## config.mk

```make
export PLATFORM = sky130hd
export DESIGN_NAME = ramped_differential_drive_pwm_unit_flat
export DESIGN_NICKNAME = d
export VERILOG_FILES = /design/src/hw/rtl/rddp_pkg.sv /design/src/hw/rtl/rddp_if.sv /design/src/hw/rtl/rddp_mix.sv /design/src/hw/rtl/rddp_wheel.sv /design/src/hw/rtl/ramped_differential_drive_pwm_unit.sv /design/src/flat_wrapper.sv
export SDC_FILE = /design/constraint.sdc
export NUM_CORES = 2
export LEC_CHECK = 0
export BUFFER_PORTS_ARGS = -buffer_cell sky130_fd_sc_hd__buf_2
export CAP_MARGIN = 0
export CORE_UTILIZATION = 60
export CTS_BUF_LIST = sky130_fd_sc_hd__clkbuf_8
export CTS_CLUSTER_DIAMETER = 120
export DETAILED_ROUTE_END_ITERATION = 8
export PLACE_DENSITY = 0.84
export SYNTH_ARGS = -nofsm -noshare
export SYNTH_HDL_FRONTEND = slang
export SYNTH_SLANG_ARGS = --single-unit
```

## constraint.sdc

```tcl
create_clock -name clk -period 20.6 [get_ports clk]
set_input_delay 3.09 -clock clk [delete_from_list [all_inputs] [get_ports clk]]
set_output_delay 3.09 -clock clk [all_outputs]
set_load 0.01 [all_outputs]
```

## src/hw/rtl/rddp_pkg.sv

```systemverilog
`timescale 1ns / 1ps
`default_nettype none
// ----------------------------------------------------------------------------
// rddp_pkg
// Shared types and constants of the ramped differential drive PWM unit.
// ----------------------------------------------------------------------------
package rddp_pkg;

	// field widths
	localparam int SPEED_W    = 16;
	localparam int DUTY_W     = 13;
	localparam int STEP_W     = 15;
	localparam int OFFSET_W   = 10;
	localparam int CPP_W      = 6;
	localparam int GAIN_W     = 16;
	localparam int CMD_W      = 2;
	localparam int CFG_DATA_W = 16;
	localparam int CFG_IDX_W  = 2;

	// default fixed-point format
	localparam int FRACTION_BITS_DEF = 8;

	// mixing and duty constants
	localparam int MIX_GAIN = 30;
	localparam int PCT_FULL = 100;
	localparam int DUTY_MAX = 8191;

	// register reset values
	localparam logic [STEP_W-1:0]   RAMP_STEP_RST = STEP_W'(1280);
	localparam logic [OFFSET_W-1:0] DUTY_OFFSET_RST = OFFSET_W'(20);
	localparam logic [CPP_W-1:0]    CPP_RST = CPP_W'(24);
	localparam logic [GAIN_W-1:0]   GAIN_RST = GAIN_W'(64);

	// register indexes
	localparam logic [CFG_IDX_W-1:0] REG_RAMP_STEP   = 2'd0;
	localparam logic [CFG_IDX_W-1:0] REG_DUTY_OFFSET = 2'd1;
	localparam logic [CFG_IDX_W-1:0] REG_CPP         = 2'd2;
	localparam logic [CFG_IDX_W-1:0] REG_BASE_GAIN   = 2'd3;

	// command codes
	typedef enum logic [CMD_W-1:0] {
		CMD_POLAR = 2'd0,
		CMD_WHEEL = 2'd1,
		CMD_TICK  = 2'd2
	} cmd_t;

	// configuration register set
	typedef struct packed {
		logic [STEP_W-1:0]   ramp_step;
		logic [OFFSET_W-1:0] duty_offset;
		logic [CPP_W-1:0]    counts_per_percent;
		logic [GAIN_W-1:0]   wheel_base_gain;
	} cfg_t;

	// per-wheel ramp and duty result
	typedef struct packed {
		logic signed [SPEED_W-1:0] current;
		logic [DUTY_W-1:0]         forward_duty;
		logic [DUTY_W-1:0]         reverse_duty;
	} wheel_out_t;

endpackage : rddp_pkg
`default_nettype wire

```

## src/hw/rtl/rddp_if.sv

```systemverilog
`timescale 1ns / 1ps
`default_nettype none
// ----------------------------------------------------------------------------
// rddp_if
// Valid/ready channels for drive requests and duty results.
// ----------------------------------------------------------------------------
interface rddp_cmd_if;
	import rddp_pkg::*;

	logic                      valid;
	logic                      ready;
	logic [CMD_W-1:0]          command;
	logic signed [SPEED_W-1:0] linear_speed;
	logic signed [SPEED_W-1:0] angular_speed;
	logic                      wheel_select;
	logic signed [SPEED_W-1:0] wheel_percent;

	modport source (
		output valid, command, linear_speed, angular_speed, wheel_select, wheel_percent,
		input  ready
	);
	modport sink (
		input  valid, command, linear_speed, angular_speed, wheel_select, wheel_percent,
		output ready
	);
endinterface : rddp_cmd_if

interface rddp_res_if;
	import rddp_pkg::*;

	logic                      valid;
	logic                      ready;
	logic [DUTY_W-1:0]         right_forward_duty;
	logic [DUTY_W-1:0]         right_reverse_duty;
	logic [DUTY_W-1:0]         left_forward_duty;
	logic [DUTY_W-1:0]         left_reverse_duty;
	logic signed [SPEED_W-1:0] right_command_now;
	logic signed [SPEED_W-1:0] left_command_now;

	modport source (
		output valid, right_forward_duty, right_reverse_duty, left_forward_duty,
		       left_reverse_duty, right_command_now, left_command_now,
		input  ready
	);
	modport sink (
		input  valid, right_forward_duty, right_reverse_duty, left_forward_duty,
		       left_reverse_duty, right_command_now, left_command_now,
		output ready
	);
endinterface : rddp_res_if
`default_nettype wire

```

## src/hw/rtl/rddp_mix.sv

```systemverilog
`timescale 1ns / 1ps
`default_nettype none
// ----------------------------------------------------------------------------
// rddp_mix
// Polar to wheel mixing: 30*(lin +/- base*ang), saturated and rounded.
// ----------------------------------------------------------------------------
module rddp_mix #(
	parameter int FRACTION_BITS = rddp_pkg::FRACTION_BITS_DEF
) (
	input  wire logic signed [rddp_pkg::SPEED_W-1:0] linear_speed,
	input  wire logic signed [rddp_pkg::SPEED_W-1:0] angular_speed,
	input  wire logic [rddp_pkg::GAIN_W-1:0]         wheel_base_gain,
	output logic signed [rddp_pkg::SPEED_W-1:0]      right_target,
	output logic signed [rddp_pkg::SPEED_W-1:0]      left_target
);
	import rddp_pkg::*;

	localparam int TERM_W = GAIN_W + SPEED_W + 1;
	localparam int LIN_W  = SPEED_W + FRACTION_BITS;
	localparam int SUM_W  = ((LIN_W > TERM_W) ? LIN_W : TERM_W) + 1;
	localparam int V_W    = SUM_W + 5;
	localparam int FS_RAW = PCT_FULL << FRACTION_BITS;
	localparam int FS     = (FS_RAW > 32767) ? 32767 : FS_RAW;

	localparam logic signed [V_W-1:0] LIM  = V_W'(PCT_FULL) << (2 * FRACTION_BITS);
	localparam logic signed [V_W-1:0] HALF = V_W'(1) << (FRACTION_BITS - 1);
	localparam logic signed [V_W-1:0] FS_V = V_W'(FS);
	localparam logic signed [V_W-1:0] GAIN_V = V_W'(MIX_GAIN);

	logic signed [TERM_W-1:0] term;
	logic signed [SUM_W-1:0]  lin_sh;
	logic signed [SUM_W-1:0]  term_ext;
	logic signed [SUM_W-1:0]  sum_p;
	logic signed [SUM_W-1:0]  sum_m;

	// scale by the mix gain, clamp, round half up, clamp to full scale
	function automatic logic signed [SPEED_W-1:0] sat_round(input logic signed [SUM_W-1:0] s);
		logic signed [V_W-1:0] v;
		logic signed [V_W-1:0] r;
		v = V_W'(s) * GAIN_V;
		if (v > LIM) begin
			v = LIM;
		end else if (v < -LIM) begin
			v = -LIM;
		end
		r = (v + HALF) >>> FRACTION_BITS;
		if (r > FS_V) begin
			r = FS_V;
		end else if (r < -FS_V) begin
			r = -FS_V;
		end
		return r[SPEED_W-1:0];
	endfunction

	// angular term and aligned linear term
	assign term     = $signed({1'b0, wheel_base_gain}) * angular_speed;
	assign term_ext = SUM_W'(term);
	assign lin_sh   = SUM_W'(linear_speed) <<< FRACTION_BITS;
	assign sum_p    = lin_sh + term_ext;
	assign sum_m    = lin_sh - term_ext;

	assign right_target = sat_round(sum_p);
	assign left_target  = sat_round(sum_m);

endmodule : rddp_mix
`default_nettype wire

```

## src/hw/rtl/rddp_wheel.sv

```systemverilog
`timescale 1ns / 1ps
`default_nettype none
// ----------------------------------------------------------------------------
// rddp_wheel
// One wheel: slew-limited step toward the target and forward/reverse duty.
// ----------------------------------------------------------------------------
module rddp_wheel #(
	parameter int FRACTION_BITS = rddp_pkg::FRACTION_BITS_DEF
) (
	input  wire logic                                tick,
	input  wire logic signed [rddp_pkg::SPEED_W-1:0] current,
	input  wire logic signed [rddp_pkg::SPEED_W-1:0] target,
	input  wire rddp_pkg::cfg_t                      cfg,
	output rddp_pkg::wheel_out_t                     result
);
	import rddp_pkg::*;

	localparam int EXT_W  = SPEED_W + 1;
	localparam int PROD_W = EXT_W + CPP_W;
	localparam int D_W    = PROD_W + 1;

	logic signed [EXT_W-1:0] cur_ext;
	logic signed [EXT_W-1:0] tgt_ext;
	logic signed [EXT_W-1:0] step_ext;
	logic signed [EXT_W-1:0] up;
	logic signed [EXT_W-1:0] down;
	logic signed [EXT_W-1:0] next_ext;
	logic [EXT_W-1:0]        mag;
	logic [PROD_W-1:0]       prod;
	logic [D_W-1:0]          duty_raw;
	logic [DUTY_W-1:0]       duty;
	logic [DUTY_W-1:0]       offset;

	assign cur_ext  = EXT_W'(current);
	assign tgt_ext  = EXT_W'(target);
	assign step_ext = $signed({2'b00, cfg.ramp_step});
	assign up       = cur_ext + step_ext;
	assign down     = cur_ext - step_ext;

	// move toward the target by at most one step
	always_comb begin
		next_ext = cur_ext;
		if (tick) begin
			if (cur_ext < tgt_ext) begin
				next_ext = (up < tgt_ext) ? up : tgt_ext;
			end else if (cur_ext > tgt_ext) begin
				next_ext = (down > tgt_ext) ? down : tgt_ext;
			end
		end
	end

	// duty from the magnitude of the new command
	assign mag      = next_ext[EXT_W-1] ? EXT_W'(-next_ext) : EXT_W'(next_ext);
	assign prod     = PROD_W'(mag) * PROD_W'(cfg.counts_per_percent);
	assign duty_raw = D_W'(prod >> FRACTION_BITS) + D_W'(cfg.duty_offset);
	assign duty     = (duty_raw > D_W'(DUTY_MAX)) ? DUTY_W'(DUTY_MAX) : duty_raw[DUTY_W-1:0];
	assign offset   = DUTY_W'(cfg.duty_offset);

	// active side by sign, bare offset on the other
	always_comb begin
		result.current = next_ext[SPEED_W-1:0];
		if (next_ext[EXT_W-1]) begin
			result.forward_duty = offset;
			result.reverse_duty = duty;
		end else begin
			result.forward_duty = duty;
			result.reverse_duty = offset;
		end
	end

endmodule : rddp_wheel
`default_nettype wire

```

## src/hw/rtl/ramped_differential_drive_pwm_unit.sv

```systemverilog
`timescale 1ns / 1ps
`default_nettype none
// Path: an accepted request enters the input register, then passes the mix,
// ramp and duty logic into the result register.
// Throughput: one request per cycle while results drain; the result register
// holds a finished result while the input register takes the next request.
// Reset: targets and commands clear to zero, registers take their defaults.
// ----------------------------------------------------------------------------
// ramped_differential_drive_pwm_unit
// Two-wheel drive with polar mixing, slew-rate limiting and duty generation.
// ----------------------------------------------------------------------------
module ramped_differential_drive_pwm_unit #(
	parameter int FRACTION_BITS = rddp_pkg::FRACTION_BITS_DEF
) (
	input  wire logic                               clk,
	input  wire logic                               arst_n,
	input  wire logic                               cfg_write,
	input  wire logic [rddp_pkg::CFG_IDX_W-1:0]     cfg_index,
	input  wire logic [rddp_pkg::CFG_DATA_W-1:0]    cfg_data,
	rddp_cmd_if.sink                                cmd,
	rddp_res_if.source                              res
);
	import rddp_pkg::*;

	cfg_t cfg_q;

	logic                      valid_s1;
	logic [CMD_W-1:0]          command_s1;
	logic signed [SPEED_W-1:0] linear_speed_s1;
	logic signed [SPEED_W-1:0] angular_speed_s1;
	logic                      wheel_select_s1;
	logic signed [SPEED_W-1:0] wheel_percent_s1;

	logic signed [SPEED_W-1:0] right_target_q;
	logic signed [SPEED_W-1:0] left_target_q;
	logic signed [SPEED_W-1:0] right_current_q;
	logic signed [SPEED_W-1:0] left_current_q;
	logic signed [SPEED_W-1:0] right_target_d;
	logic signed [SPEED_W-1:0] left_target_d;

	logic signed [SPEED_W-1:0] mix_right;
	logic signed [SPEED_W-1:0] mix_left;
	logic                      tick;
	logic                      advance;
	wheel_out_t                right_out;
	wheel_out_t                left_out;

	logic       res_valid_q;
	wheel_out_t right_res_q;
	wheel_out_t left_res_q;

	// handshake: stage 1 moves on when the result register is free or drained
	assign advance   = valid_s1 && (!res_valid_q || res.ready);
	assign cmd.ready = !valid_s1 || advance;
	assign tick      = advance && (command_s1 == CMD_TICK);

	// configuration registers
	always_ff @(posedge clk or negedge arst_n) begin
		if (!arst_n) begin
			cfg_q.ramp_step          <= RAMP_STEP_RST;
			cfg_q.duty_offset        <= DUTY_OFFSET_RST;
			cfg_q.counts_per_percent <= CPP_RST;
			cfg_q.wheel_base_gain    <= GAIN_RST;
		end else if (cfg_write) begin
			unique case (cfg_index)
				REG_RAMP_STEP:   cfg_q.ramp_step <= cfg_data[STEP_W-1:0];
				REG_DUTY_OFFSET: cfg_q.duty_offset <= cfg_data[OFFSET_W-1:0];
				REG_CPP:         cfg_q.counts_per_percent <= cfg_data[CPP_W-1:0];
				REG_BASE_GAIN:   cfg_q.wheel_base_gain <= cfg_data[GAIN_W-1:0];
				default: ;
			endcase
		end
	end

	// input register valid
	always_ff @(posedge clk or negedge arst_n) begin
		if (!arst_n) begin
			valid_s1 <= 1'b0;
		end else if (cmd.ready) begin
			valid_s1 <= cmd.valid;
		end
	end

	// input register payload
	always_ff @(posedge clk) begin
		if (cmd.valid && cmd.ready) begin
			command_s1       <= cmd.command;
			linear_speed_s1  <= cmd.linear_speed;
			angular_speed_s1 <= cmd.angular_speed;
			wheel_select_s1  <= cmd.wheel_select;
			wheel_percent_s1 <= cmd.wheel_percent;
		end
	end

	rddp_mix #(
		.FRACTION_BITS (FRACTION_BITS)
	) u_mix (
		.linear_speed    (linear_speed_s1),
		.angular_speed   (angular_speed_s1),
		.wheel_base_gain (cfg_q.wheel_base_gain),
		.right_target    (mix_right),
		.left_target     (mix_left)
	);

	// target update by command
	always_comb begin
		right_target_d = right_target_q;
		left_target_d  = left_target_q;
		unique case (command_s1)
			CMD_POLAR: begin
				right_target_d = mix_right;
				left_target_d  = mix_left;
			end
			CMD_WHEEL: begin
				if (wheel_select_s1) begin
					right_target_d = wheel_percent_s1;
				end else begin
					left_target_d = wheel_percent_s1;
				end
			end
			default: ;
		endcase
	end

	rddp_wheel #(
		.FRACTION_BITS (FRACTION_BITS)
	) u_right (
		.tick    (tick),
		.current (right_current_q),
		.target  (right_target_q),
		.cfg     (cfg_q),
		.result  (right_out)
	);

	rddp_wheel #(
		.FRACTION_BITS (FRACTION_BITS)
	) u_left (
		.tick    (tick),
		.current (left_current_q),
		.target  (left_target_q),
		.cfg     (cfg_q),
		.result  (left_out)
	);

	// drive state
	always_ff @(posedge clk or negedge arst_n) begin
		if (!arst_n) begin
			right_target_q  <= '0;
			left_target_q   <= '0;
			right_current_q <= '0;
			left_current_q  <= '0;
		end else if (advance) begin
			right_target_q  <= right_target_d;
			left_target_q   <= left_target_d;
			right_current_q <= right_out.current;
			left_current_q  <= left_out.current;
		end
	end

	// result register valid
	always_ff @(posedge clk or negedge arst_n) begin
		if (!arst_n) begin
			res_valid_q <= 1'b0;
		end else if (advance) begin
			res_valid_q <= 1'b1;
		end else if (res.ready) begin
			res_valid_q <= 1'b0;
		end
	end

	// result register payload
	always_ff @(posedge clk) begin
		if (advance) begin
			right_res_q <= right_out;
			left_res_q  <= left_out;
		end
	end

	assign res.valid              = res_valid_q;
	assign res.right_forward_duty = right_res_q.forward_duty;
	assign res.right_reverse_duty = right_res_q.reverse_duty;
	assign res.left_forward_duty  = left_res_q.forward_duty;
	assign res.left_reverse_duty  = left_res_q.reverse_duty;
	assign res.right_command_now  = right_res_q.current;
	assign res.left_command_now   = left_res_q.current;

endmodule : ramped_differential_drive_pwm_unit
`default_nettype wire

```

## src/flat_wrapper.sv

```systemverilog
// flat-port wrapper written by rule: the top's interface ports become plain ports
module ramped_differential_drive_pwm_unit_flat import rddp_pkg::*;
#(
	parameter int FRACTION_BITS = rddp_pkg::FRACTION_BITS_DEF
)
  (clk, arst_n, cfg_write, cfg_index, cfg_data, cmd_valid, cmd_command, cmd_linear_speed, cmd_angular_speed, cmd_wheel_select, cmd_wheel_percent, cmd_ready, res_valid, res_right_forward_duty, res_right_reverse_duty, res_left_forward_duty, res_left_reverse_duty, res_right_command_now, res_left_command_now, res_ready);
  rddp_cmd_if cmd_i ();
  rddp_res_if res_i ();
  input  wire logic clk;
  input  wire logic arst_n;
  input  wire logic cfg_write;
  input  wire logic [rddp_pkg::CFG_IDX_W-1:0] cfg_index;
  input  wire logic [rddp_pkg::CFG_DATA_W-1:0] cfg_data;
  input wire logic [$bits(cmd_i.valid)-1:0] cmd_valid;
  input wire logic [$bits(cmd_i.command)-1:0] cmd_command;
  input wire logic [$bits(cmd_i.linear_speed)-1:0] cmd_linear_speed;
  input wire logic [$bits(cmd_i.angular_speed)-1:0] cmd_angular_speed;
  input wire logic [$bits(cmd_i.wheel_select)-1:0] cmd_wheel_select;
  input wire logic [$bits(cmd_i.wheel_percent)-1:0] cmd_wheel_percent;
  output wire logic [$bits(cmd_i.ready)-1:0] cmd_ready;
  output wire logic [$bits(res_i.valid)-1:0] res_valid;
  output wire logic [$bits(res_i.right_forward_duty)-1:0] res_right_forward_duty;
  output wire logic [$bits(res_i.right_reverse_duty)-1:0] res_right_reverse_duty;
  output wire logic [$bits(res_i.left_forward_duty)-1:0] res_left_forward_duty;
  output wire logic [$bits(res_i.left_reverse_duty)-1:0] res_left_reverse_duty;
  output wire logic [$bits(res_i.right_command_now)-1:0] res_right_command_now;
  output wire logic [$bits(res_i.left_command_now)-1:0] res_left_command_now;
  input wire logic [$bits(res_i.ready)-1:0] res_ready;
  assign cmd_i.valid = cmd_valid;
  assign cmd_i.command = cmd_command;
  assign cmd_i.linear_speed = cmd_linear_speed;
  assign cmd_i.angular_speed = cmd_angular_speed;
  assign cmd_i.wheel_select = cmd_wheel_select;
  assign cmd_i.wheel_percent = cmd_wheel_percent;
  assign cmd_ready = cmd_i.ready;
  assign res_valid = res_i.valid;
  assign res_right_forward_duty = res_i.right_forward_duty;
  assign res_right_reverse_duty = res_i.right_reverse_duty;
  assign res_left_forward_duty = res_i.left_forward_duty;
  assign res_left_reverse_duty = res_i.left_reverse_duty;
  assign res_right_command_now = res_i.right_command_now;
  assign res_left_command_now = res_i.left_command_now;
  assign res_i.ready = res_ready;
  ramped_differential_drive_pwm_unit #(.FRACTION_BITS(FRACTION_BITS)) u_core (.clk(clk), .arst_n(arst_n), .cfg_write(cfg_write), .cfg_index(cfg_index), .cfg_data(cfg_data), .cmd(cmd_i), .res(res_i));
endmodule
```

---- Yosys cells after proc, flatten, opt, wreduce, memory -nomap -nowiden ----
Index checks and enable logic that the tools add are counted.
storage, ports and cells
  register bits ........................... 248
  bits in latches ......................... 0
  memory bits (writable) .................. 0
  bits in read-only memories .............. 0
  bits of input ports ..................... 74
  output and inout bits ................... 86
  word-level logic and storage cells ...... 114
  memories ................................ 0
operators by class
  add/sub/neg operators ................... 12
  multiply operators ...................... 5
  div/mod/pow operators ................... 0
  magnitude comparators ................... 18
  equality and inequality tests ........... 7
  shift operators ......................... 0
  multiplexer cells ....................... 30
  bitwise operators ....................... 0
  reductions and logical operators ........ 17
operators with widths
  operator                                                                        number
  17-bit two-way mux                                                              12
  39-bit two-way mux                                                              4
  16-bit two-way mux                                                              6
  39-bit by 9-bit adder with 39-bit output, second input constant                 2
  39-bit by 24-bit > comparator with 1-bit output, second input constant          2
  39-bit by 24-bit less-than comparator with 1-bit output, second input constant  2
  34-bit by 5-bit multiplier with 38-bit output, second input constant            2
  16-bit one-hot mux with 2 select lines                                          2
  31-bit by 16-bit > comparator with 1-bit output, second input constant          2
  31-bit by 16-bit less-than comparator with 1-bit output, second input constant  2
  17-bit by 6-bit multiplier with 23-bit output                                   2
  23-bit two-way mux                                                              2
  16-bit by 16-bit adder with 17-bit output                                       2
  24-bit by 33-bit adder with 34-bit output                                       1
  17-bit by 16-bit > comparator with 1-bit output                                 2
  17-bit by 16-bit less-than comparator with 1-bit output                         2
  17-bit negation                                                                 2
  16-bit by 16-bit subtractor with 17-bit output                                  2
  24-bit by 33-bit subtractor with 34-bit output                                  1
  17-bit by 16-bit multiplier with 33-bit output                                  1
  15-bit by 10-bit adder with 16-bit output                                       2
  16-bit by 13-bit > comparator with 1-bit output, second input constant          2
  16-bit > comparator                                                             2
  16-bit less-than comparator                                                     2
  other kinds (13)                                                                28

---- Logic depth before layout (Yosys ltp) ----
  depth after elaboration ................. 13
  gate-level depth with buffers ........... 70
  gate-level depth less buffers ........... 66

---- Hierarchy ----
Synthesis repeated with hierarchy kept, for this count alone.
second synthesis, totals
  cell total of the unflattened synthesis .. 5,455
  area, all modules ....................... 47,031.4 um^2
modules (own cells, without submodules)
  module                              times used  cells each  area an instance (um^2)  seq. area each (um^2)
  rddp_mix                            1           2,867       22,532.9                 0.0
  ramped_differential_drive_pwm_unit  1           438         8,780.9                  6,890.4
  rddp_wheel at u_core.u_left         1           1,120       8,087.8                  0.0
  rddp_wheel at u_core.u_right        1           1,030       7,629.8                  0.0

---- Worst setup path after synthesis ----
OpenSTA, ideal clock, no wires.
  path type ............................... register to register
  start ................................... reg u_core.cfg_q[6] (netlist name)
  end ..................................... reg u_core.left_target_q[10]
  library setup time ...................... 0.119 ns
  arrival time ............................ 14.470 ns
  required time ........................... 20.481 ns
  setup slack ............................. 6.011 ns
  stages on the path, launching flop included .. 63
  path buffers ............................ 3
  clock period less this slack ............ 14.589 ns
  path through ............................ dfstp_2 > clkbuf_1 > nand2_1 > fa_1 > inv_1 > fa_1 > ha_1 > fa_1 > inv_1 > fa_1 > fa_1 > inv_1 > ha_1 > o21ai_0 > a21boi_0 > o21ai_0 > a21boi_0 > o21ai_0 > [... 27 more ...] > o21ai_0 > a2111oi_0 > nor4b_1 > and2_1 > mux2i_1 > nor2b_1 > ha_1 > buf_1 > and4_1 > clkbuf_1 > xnor2_1 > and3_1 > o2111ai_1 > or4_1 > a31oi_1 > o211a_1 > o2111ai_1 > o21a_1
between the ends
  cells in the longest elaborated chain, start to end .. 11
  elaborated cells between the ends (all ways) .. 13
  classes of those cells .................. add/sub: 2; mul: 2; order compare: 4; mux: 5
ends and longest elaborated chain
  element                                                  RTL line                                   source
  17-bit by 16-bit multiplier with 33-bit output *         rddp_mix.sv:56                             assign term = $signed({1'b0, wheel_base_gain}) * angular_speed;
  24-bit by 33-bit subtractor with 34-bit output *         rddp_mix.sv:60                             assign sum_m = lin_sh - term_ext;
  34-bit by 5-bit multiplier with 38-bit output *          rddp_mix.sv:40                             v = V_W'(s) * GAIN_V;
  39-bit by 24-bit less-than comparator with 1-bit output  rddp_mix.sv:43                             end else if (v < -LIM) begin
  39-bit two-way mux                                       rddp_mix.sv:43
  39-bit two-way mux *                                     rddp_mix.sv:41                             if (v > LIM) begin
  39-bit by 9-bit adder with 39-bit output *               rddp_mix.sv:46                             r = (v + HALF) >>> FRACTION_BITS;
  31-bit by 16-bit less-than comparator with 1-bit output  rddp_mix.sv:49                             end else if (r < -FS_V) begin
  16-bit two-way mux                                       rddp_mix.sv:49
  16-bit two-way mux *                                     rddp_mix.sv:47                             if (r > FS_V) begin
  16-bit one-hot mux with 2 select lines *                 ramped_differential_drive_pwm_unit.sv:109  unique case (command_s1)
  end signal: assignment                                   ramped_differential_drive_pwm_unit.sv:154  left_target_q <= left_target_d;
  end: declaration                                         ramped_differential_drive_pwm_unit.sv:35   logic signed [SPEED_W-1:0] left_target_q;
Mark *: on every way between the ends. The rest lies on a longest branch, timed or not.
A chain may end at the register's enable or synchronous reset.

---- Final worst setup path ----
  start ................................... reg u_core.angular_speed_s1[3]
  end ..................................... reg u_core.left_target_q[10]
between the ends
  cells in the longest elaborated chain, start to end .. 11
  elaborated cells between the ends (all ways) .. 13
  classes of those cells .................. add/sub: 2; mul: 2; order compare: 4; mux: 5
ends and longest elaborated chain
  element                                                  RTL line                                   source
  start: declaration                                       ramped_differential_drive_pwm_unit.sv:30   logic signed [SPEED_W-1:0] angular_speed_s1;
  start signal: assignment                                 ramped_differential_drive_pwm_unit.sv:89   angular_speed_s1 <= cmd.angular_speed;
  17-bit by 16-bit multiplier with 33-bit output *         rddp_mix.sv:56
  24-bit by 33-bit subtractor with 34-bit output *         rddp_mix.sv:60
  34-bit by 5-bit multiplier with 38-bit output *          rddp_mix.sv:40
  39-bit by 24-bit less-than comparator with 1-bit output  rddp_mix.sv:43
  39-bit two-way mux                                       rddp_mix.sv:43
  39-bit two-way mux *                                     rddp_mix.sv:41
  39-bit by 9-bit adder with 39-bit output *               rddp_mix.sv:46
  31-bit by 16-bit less-than comparator with 1-bit output  rddp_mix.sv:49
  16-bit two-way mux                                       rddp_mix.sv:49
  16-bit two-way mux *                                     rddp_mix.sv:47
  16-bit one-hot mux with 2 select lines *                 ramped_differential_drive_pwm_unit.sv:109
Marks and branches as above.

==> flow_summary_export.csv <==
group,metric,value,unit
final_layout,layout-drive-gt1-share,7.312,%
hold_path,worstHoldStart,"u_core.left_target_q[13]",
flow_run,cap_violations,0,
timing,worstMarginPinSlew,1.253,ns
setup_path,crit_slowest_cell,"edfxtp_1",
setup_path,max_stage_delay,0.69,ns
cts,path_clk_slew,0.06,ns
setup_path,cp.required,21.14,ns
cts,htree_levels,2,
floorplan,ios,160,
setup_path,critical_path_class,"flop to flop",
synth,netlist_area,44600,um2
synth,async_flop_share,45.56,%
final_layout,nNetsFinal,6382,
hold_path,hold_path.class,"flop to flop",
timing,hold_violations,0,
floorplan,start_util,60.92,%
timing,post-route-min-period,16.74,ns
cts,postCtsResizedCells,0,
synth,yosysUniqueCellTypes,115,
placement,dp_hpwl,98950,um
drt,num_vias,37920,
grt,antenna_found_initial,2,
timing,drv_slew,0,
floorplan,core,73210,um2
final_layout,layout-area-overhead-vs-synth,5.757,%
final_layout,mostFrequentLayoutCells,"inv_1, ha_1, nand2_1",
synth,synthCells,5218,
setup_path,r2r-start,"u_core.angular_speed_s1[3]",
drt,dr.pass1.iters,9,
setup_path,crit_top_cell,"ha_1",
floorplan,die_h,274.6,um
timing,fmax,59.74,MHz
cts,cts_setup_buffers,0,
grt,grt_pass1_vias,37750,
cts,clock-sinks,248,
timing,rsz0062_at_grt,"false",
timing,fin_setup_tns,0,ns
synth,syn_nets,6304,
outcome,outcome,"complete, but fails checks",
drt,drt_iter0_drc,3175,
drt,vias_per_cell,6.025,
timing,max_slew_margin,16.46,%
floorplan,die-area,75420,um2
setup_path,crit_path_start_kind,"flop",
grt,grt_pass1_wl,196400,um
final_layout,final_common_cell,"inv_1",
cts,cts_tree,"yes",
cts,cts_root_buf,"clkbuf_8",
cts,clk_path_buf_depth,3,
cts,ctsHoldBuffers,0,
synth,ys_seq_area_share,15.45,%
setup_path,end_kind,"flop",
setup_path,path_max_fanout,16,
grt,grt_max_degree,86,
placement,numPortBuffers,159,
synth,synth_edf_count,135,
synth,synth_flop_cell,"edfxtp_1",
drt,route.detailed.drc,7,
synth,avgSynthCellArea,8.546,um2
outcome,violations,"DRC",
placement,placed_area,46180,um2
synth,ys_warn_count,0,
grt,grtUsageTotal,32.66,%
setup_path,startpoint,"u_core.angular_speed_s1[3]",
final_layout,num-fill-cells,6079,
timing,finalClockSkew,0.06803,ns
grt,grt_overflow,0,
final_layout,design_area,47160,um2
floorplan,num_rows,99,
drt,ant_nets,0,
cts,worstSkewPairLatency,0.66,ns
cts,cts_buffers,46,
placement,gp_routability_congestion,1.017,
floorplan,die_w,274.6,um
drt,wl_per_cell,19.35,um
timing,setup_viol,0,
timing,finalCritPeriodShare,81.25,%
drt,postRouteWirelength,121800,um
synth,ys_ff_latch,248,
setup_path,arrival,17.28,ns
-- worst max-delay path: cells and delay by family, from the launching register on --
kind,cells,cell delay (ns)
buffers and inverters,4,0.18
and+or+nand+nor,20,4.91
adders and majority gates,13,4.84
DFF,1,0.69
xor gates and xnor gates,4,0.91
AOI/OAI and AO/OA,19,4.94
muxes,1,0.16
-- layer usage --
metal	up-vias	share of wire, %	GRT usage [%]
met4	2	6.2	18.06
met5	-	0.011	0
met2	1451	47	53.53
met1	18320	40	41.81
li1	17780	-	-
met3	369	6.8	4.312
-- cell usage after synthesis, types with 34 or more instances --
cell type	count	share of area, %
nor3_1	72	0.81
and3_1	36	0.51
edfxtp_1	135	9.1
a21o_1	79	1.3
mux2i_1	41	0.92
nand3_1	69	0.77
a211oi_1	34	0.57
inv_1	825	6.9
xor2_1	91	1.8
mux2_2	46	1.2
a21oi_1	281	3.2
nand2b_1	54	0.76
ha_1	582	16
clkbuf_1	122	1.0
o21a_1	48	0.81
nor2b_1	39	0.55
xnor2_1	220	4.3
and2_1	151	2.1
a31oi_1	54	0.76
fa_1	430	19
dfrtp_1	106	5.9
nand4_1	45	0.63
nand2_1	546	4.6
o21ai_0	215	2.4
nor2_1	326	2.7
-- cell families (layout without fill, tap and decap cells) --
group / Yosys count / after routing / synth area share, %
multiplexers: 89 / 89 / 2.141
adder cells (fa/ha/maj): 1014 / 1014 / 35.68
AND/OR/NAND/NOR: 1501 / 1501 / 16.19
AO/OA/AOI/OAI: 1071 / 1071 / 15.96
XOR/XNOR: 312 / 312 / 6.158
buffers and inverters: 983 / 1099 / 8.414
other: 0 / 1 / 0
flip-flops: 248 / 248 / 15.45
-- metrics by stage --
stage | setup WS, ns | hold WS (ns) | utilization (%) | std cells
CTS | 3.974 | 0.4832 | 64.42 | 6293
floorplan | 6.011 | 0.4498 | - | 5218
finish | 3.862 | 0.4792 | 64.42 | 6294
global route | 2.268 | 0.5157 | 64.42 | 6294
global placement | 4.529 | 0.4616 | 63.08 | 6207
detailed placement | 4.054 | 0.4702 | 63.08 | 6207
-- path summary, 6_finish.rpt --
check / depth (start not counted) / slack (ns) / to
hold reg to reg: 2 / 0.48 / u_core.left_target_q[13]
setup reg to reg: 61 / 3.86 / u_core.left_target_q[10]
max in group asynchronous: 2 / 16.63 / u_core.cfg_q[3]
min in group asynchronous: 1 / 2.51 / u_core.left_current_q[13]
hold / removal: 2 / 0.48 / u_core.left_target_q[13]
setup / recovery: 61 / 3.86 / u_core.left_target_q[10]
-- state kept, by name, summed over array words and instances, names as in the netlist, 2 cells and up --
register and flops:
u_core.left_current_q 16, u_core.res.right_reverse_duty 13, u_core.res.left_command_now 16, u_core.right_current_q 16, u_core.cfg_q 47, u_core.wheel_percent_s1 16, u_core.right_target_q 16, u_core.left_target_q 16
u_core.res.left_forward_duty 13, u_core.angular_speed_s1 16, u_core.res.right_command_now 16, u_core.command_s1 2, u_core.linear_speed_s1 16, u_core.res.left_reverse_duty 13, u_core.res.right_forward_duty 13
-- area by class of cell --
type / instances / area (um2) / share of cell area [%]
multi-input cells: 3987 / 33990 / 72.06
flip-flops and latches: 248 / 6890 / 14.61
inverters: 828 / 3109 / 6.593
well taps: 959 / 1200 / 2.544
repair buffers: 185 / 993.5 / 2.106
clock buffers: 47 / 646.9 / 1.372
clock inverters: 39 / 332.8 / 0.7057
diodes: 1 / 2.502 / 0.005306
Power is not shown: default switching activity piles up to over one toggle a cycle in this logic, so the estimate is an artifact.
